--- config.mk ---
export PLATFORM = sky130hd
export DESIGN_NAME = gps_mac
export DESIGN_NICKNAME = d
export VERILOG_FILES = /design/src/rtl/gps_pkg.sv /design/src/rtl/gps_mac.sv
export SDC_FILE = /design/constraint.sdc
export NUM_CORES = 2
export LEC_CHECK = 0
export ABC_AREA = 1
export BUFFER_PORTS_ARGS = -buffer_cell sky130_fd_sc_hd__buf_2
export CORE_MARGIN = 8
export CORE_UTILIZATION = 53
export DETAILED_ROUTE_END_ITERATION = 16
export GPL_TIMING_DRIVEN = 0
export PLACE_DENSITY = 0.71
export SETUP_SLACK_MARGIN = 0.02
export SYNTH_ARGS = -nofsm -noshare
export SYNTH_HDL_FRONTEND = slang
export SYNTH_SLANG_ARGS = --single-unit
--- constraint.sdc ---
create_clock -name clk -period 19.8 [get_ports clk]
set_clock_uncertainty 0.2 [all_clocks]
set_input_delay 1.98 -clock clk [delete_from_list [all_inputs] [get_ports clk]]
set_output_delay 1.98 -clock clk [all_outputs]
set_load 0.02 [all_outputs]
--- src/rtl/gps_pkg.sv ---
`default_nettype none
// ----------------------------------------------------------------------------
// gps_pkg - shared types and constants of the gradient path smoother
// Register map, fixed field widths and the control word of the update unit.
// ----------------------------------------------------------------------------
package gps_pkg;

  localparam int WEIGHT_W   = 16;  // Q0.16 weights
  localparam int FRAC_BITS  = 16;  // fraction bits of a coordinate and a weight
  localparam int TOL_W      = 32;  // Q16.16 tolerance
  localparam int LIMIT_W    = 16;  // sweep limit and sweep counter
  localparam int SUM_W      = 40;  // saturating change accumulator
  localparam int CFG_IDX_W  = 2;
  localparam int CFG_DATA_W = 32;

  localparam logic [WEIGHT_W-1:0] DATA_WEIGHT_RST   = 16'd13107;
  localparam logic [WEIGHT_W-1:0] SMOOTH_WEIGHT_RST = 16'd52429;
  localparam logic [TOL_W-1:0]    STOP_TOL_RST      = 32'd66;
  localparam logic [LIMIT_W-1:0]  SWEEP_LIMIT_RST   = 16'd65535;

  typedef enum logic [CFG_IDX_W-1:0] {
    REG_DATA_WEIGHT   = 2'd0,
    REG_SMOOTH_WEIGHT = 2'd1,
    REG_STOP_TOL      = 2'd2,
    REG_SWEEP_LIMIT   = 2'd3
  } cfg_reg_t;

  // Steps of the shared multiply and update unit.
  typedef enum logic [2:0] {
    MAC_HOLD,
    MAC_DATA,
    MAC_SMOOTH,
    MAC_SAT,
    MAC_DELTA
  } mac_op_t;

  typedef struct packed {
    mac_op_t               op;
    logic [WEIGHT_W-1:0]   data_weight;
    logic [WEIGHT_W-1:0]   smooth_weight;
  } mac_ctrl_t;

endpackage
`default_nettype wire

--- src/rtl/gps_mac.sv ---
`default_nettype none
// ----------------------------------------------------------------------------
// gps_mac - shared multiply and update unit
// One weight multiplier reused for the data term and the smoothing term,
// followed by saturation and the absolute change of one coordinate.
// ----------------------------------------------------------------------------
module gps_mac #(
  parameter int COORD_BITS = 32
) (
  input  wire                           clk,
  input  wire gps_pkg::mac_ctrl_t       ctrl,
  input  wire logic signed [COORD_BITS-1:0] cur,
  input  wire logic signed [COORD_BITS-1:0] orig,
  input  wire logic signed [COORD_BITS-1:0] prev,
  input  wire logic signed [COORD_BITS-1:0] next,
  output logic signed [COORD_BITS-1:0]  new_coord,
  output logic        [COORD_BITS:0]    abs_delta
);

  localparam int XW = COORD_BITS + 3;               // multiplier operand
  localparam int WW = gps_pkg::WEIGHT_W + 1;        // weight with a zero sign bit
  localparam int PW = XW + WW;                      // full product
  localparam int TW = PW - gps_pkg::FRAC_BITS;      // floored product
  localparam int VW = XW + 3;                       // update sum
  localparam int DW = COORD_BITS + 1;               // change

  localparam logic signed [VW-1:0] CMAX =
    {{(VW-COORD_BITS+1){1'b0}}, {(COORD_BITS-1){1'b1}}};
  localparam logic signed [VW-1:0] CMIN =
    {{(VW-COORD_BITS+1){1'b1}}, {(COORD_BITS-1){1'b0}}};

  logic signed [XW-1:0] diff;
  logic signed [XW-1:0] nbr;
  logic signed [XW-1:0] x_op;
  logic [gps_pkg::WEIGHT_W-1:0] w_op;
  logic signed [WW-1:0] w_ext;
  logic signed [PW-1:0] prod;
  logic signed [TW-1:0] term;
  logic signed [VW-1:0] upd;
  logic signed [DW-1:0] dlt;

  logic signed [PW-1:0]         mul_r;
  logic signed [VW-1:0]         sum_r;
  logic signed [COORD_BITS-1:0] newv_r;
  logic        [DW-1:0]         abs_r;

  assign diff  = XW'(orig) - XW'(cur);
  assign nbr   = XW'(prev) + XW'(next) - (XW'(cur) <<< 1);
  assign x_op  = (ctrl.op == gps_pkg::MAC_DATA) ? diff : nbr;
  assign w_op  = (ctrl.op == gps_pkg::MAC_DATA) ? ctrl.data_weight : ctrl.smooth_weight;
  assign w_ext = $signed({1'b0, w_op});
  assign prod  = PW'(w_ext) * PW'(x_op);
  // An arithmetic drop of the fraction bits is the floor of the weighted value.
  assign term  = $signed(mul_r[PW-1:gps_pkg::FRAC_BITS]);
  assign upd   = sum_r + VW'(term);
  assign dlt   = DW'(newv_r) - DW'(cur);

  always_ff @(posedge clk) begin
    case (ctrl.op)
      gps_pkg::MAC_DATA: begin
        mul_r <= prod;
      end
      gps_pkg::MAC_SMOOTH: begin
        sum_r <= VW'(cur) + VW'(term);
        mul_r <= prod;
      end
      gps_pkg::MAC_SAT: begin
        if (upd > CMAX) begin
          newv_r <= CMAX[COORD_BITS-1:0];
        end else if (upd < CMIN) begin
          newv_r <= CMIN[COORD_BITS-1:0];
        end else begin
          newv_r <= upd[COORD_BITS-1:0];
        end
      end
      gps_pkg::MAC_DELTA: begin
        abs_r <= dlt[DW-1] ? DW'(-dlt) : DW'(dlt);
      end
      default: begin
      end
    endcase
  end

  assign new_coord = newv_r;
  assign abs_delta = abs_r;

endmodule
`default_nettype wire

==> flow_metrics.tcl <==
set metrics [dict create \
    status "finished, final reports clean" \
    grt_pass1_wl_um 204000 \
    drv_cap 0 \
    ys_seq_area_frac 0.111 \
    htree_levels 4 \
    final_max_slew_viol_count 0 \
    cts_sinks 138 \
    die-height_um 281 \
    fmax_ghz 0.0864 \
    hold_violations 0 \
    fin_ws_ns 8.23 \
    utilization 0.577 \
    grt_use_met3 0.0515 \
    crit_type "in2reg" \
    coreArea_sq_um 69900 \
    dp_slack_ns 7.97 \
    min_period_over_period 0.584 \
    fp.dieW_um 281 \
    yosys_warnings 0 \
    ant_nets 0 \
    startpoint_type "input port" \
    finalCriticalPeriod_ns 11.57 \
    drc 0 \
    clockRootBuffer "clkbuf_16" \
    cts_buffer_depth 2 \
    cts_resized 0 \
    relSlewSlack 0.221 \
    clk_latency_ns 0.44 \
    netlist_area_sq_um 37400 \
    grt_pass1_vias 35311 \
    final_common_cell "inv_1" \
    grt_antenna_before_repair 4 \
    critPathArrivalTime_ns 11.57 \
    setup_viol 0 \
    syn_avg_cell_area_sq_um 7.20 \
    cts_tree "done" \
    fin_cells 6401 \
    clk_pin_slew_ns 0.07 \
    critical_path_required_ns 19.80 \
    wl_um 135000 \
    grt_max_degree 38 \
    worst_pin_slew_ns 1.17 \
    nets 6446 \
    grt.met2_usage 0.555 \
    endpoint_kind "flop" \
    gp_congestion 1.04 \
    async_flop_share 0 \
    drive_above_1_share 0.0729 \
    vias_per_cell 5.50 \
    place.port_buffers 228 \
    wl_per_cell_um 21.0 \
    track_usage 0.342 \
    min-delay-path-class "reg2reg" \
    worst-path-max-fanout 12 \
    grt.overflow.total 0 \
    place_inst 6365 \
    vias 35193 \
    syn_nets 6193 \
    tns_ns 0 \
    dp_hpwl_um 119000 \
    dr.pass1.iters 10 \
    areaGrowthSynthToFinish_pct 8.06 \
    grt_use_met1 0.435 \
    die_area_sq_um 79200 \
    ys_types 54 \
    drt_iter0_markers 3082 \
    syn_inst 5191 \
    postCtsHoldBufs 0 \
    ys_ff_latch 138 \
    cts_setup_buffers 0 \
    start_util 0.534 \
    num_rows 97 \
    io-pin-count 229 \
    cts-buffers-inserted 17 \
    mostFrequentLayoutCells "1242 x inv_1, 1153 x nand2_1, 545 x fa_1" \
    synth_edf_count 138 \
    top_usage_layer "met2" \
    rsz0062_at_grt "no" \
    synth_ff_type "edfxtp_1" \
]
[critical path, cell delays in order]
cell and delay (ns):
buf_2 0.23, inv_1 0.13, nor3_4 0.89, inv_1 0.13, buf_2 0.23, buf_2 0.31, o21ai_2 0.79, inv_1 0.48
nor2_1 0.44, fa_1 0.59, fa_1 0.64, clkbuf_1 0.41, inv_1 0.23, fa_1 0.65, inv_1 0.10, fa_1 0.48
inv_1 0.05, fa_1 0.50, fa_1 0.60, inv_1 0.06, ha_1 0.35, nand2_1 0.11, nor4_1 0.59, nand4_1 0.31
nand3b_1 0.16, nand2_1 0.08
[flip-flops by register name (all words and copies together) (netlist names)]
signal     cells
sum_r         37
mul_r         36
abs_delta     33
new_coord     32
[worst paths after layout]
check | from | to | slack [ns] | depth (start not counted)
setup / recovery | ctrl[32] | mul_r[51] | 8.23 | 26
hold reg to reg | sum_r[0] | new_coord[0] | 0.52 | 3
setup reg to reg | new_coord[0] | abs_delta[31] | 15.93 | 22
hold / removal | sum_r[0] | new_coord[0] | 0.52 | 3
[synthesized netlist by cell type (12+ instances only)]
| library cell | n | area, sq um |
|---|---|---|
| clkbuf_1 | 60 | 225 |
| nor4_1 | 12 | 75.1 |
| ha_1 | 293 | 3670 |
| inv_1 | 1242 | 4660 |
| fa_1 | 545 | 10900 |
| a31oi_1 | 43 | 269 |
| xor2_1 | 110 | 963 |
| o21ai_1 | 14 | 70.1 |
| inv_2 | 16 | 60.1 |
| nor2_1 | 542 | 2030 |
| nand4_1 | 50 | 313 |
| nand2_2 | 27 | 169 |
| a21o_1 | 26 | 195 |
| o21a_1 | 14 | 105 |
| o21bai_1 | 24 | 180 |
| nand3_1 | 210 | 1050 |
| edfxtp_1 | 138 | 4140 |
| nor3_1 | 37 | 185 |
| nand2_1 | 1153 | 4330 |
| o21ai_2 | 13 | 114 |
| xnor2_1 | 56 | 490 |
| a21oi_1 | 264 | 1320 |
| buf_2 | 23 | 115 |
| o21ai_0 | 172 | 861 |
[per-layer routing]
metal  wire [um]  share of wire  up-vias
li1            -              -    16383
met1       53400           0.40    16706
met2       60000           0.45     1714
met3       11700          0.087      388
met4        9520          0.071        2
met5          13       0.000097        -
[stage by stage]
stage                     hold slack [ns]  cell area, sq um
after CTS                           0.507             40400
after global routing                0.521             40400
after detailed placement            0.479             39800
after floorplan                     0.344             37400
final                               0.525             40400
after global placement              0.460             39700
[cells by family after synthesis]
family                     share of synthesized area
xor gates and xnor gates                      0.0394
buffers and inverters                          0.139
AOI/OAI and AO/OA                             0.0920
and+or+nand+nor                                0.228
DFF                                            0.111
adders and majority gates                      0.390
[area by class of cell]
cell class              count  area (sq um)
diodes                      4          10.0
well taps                 940          1180
plain buffers              93           430
fillers                  6908         29500
inverters                1269          4760
clock inverters            15           156
flip-flops and latches    138          4140
multi-input cells        3691         28000
clock buffers              17           425
repair buffers            234          1220
Power is left out: the tool's default activity adds up to more than one toggle a clock period on the data nets, which glitch-free logic cannot reach.
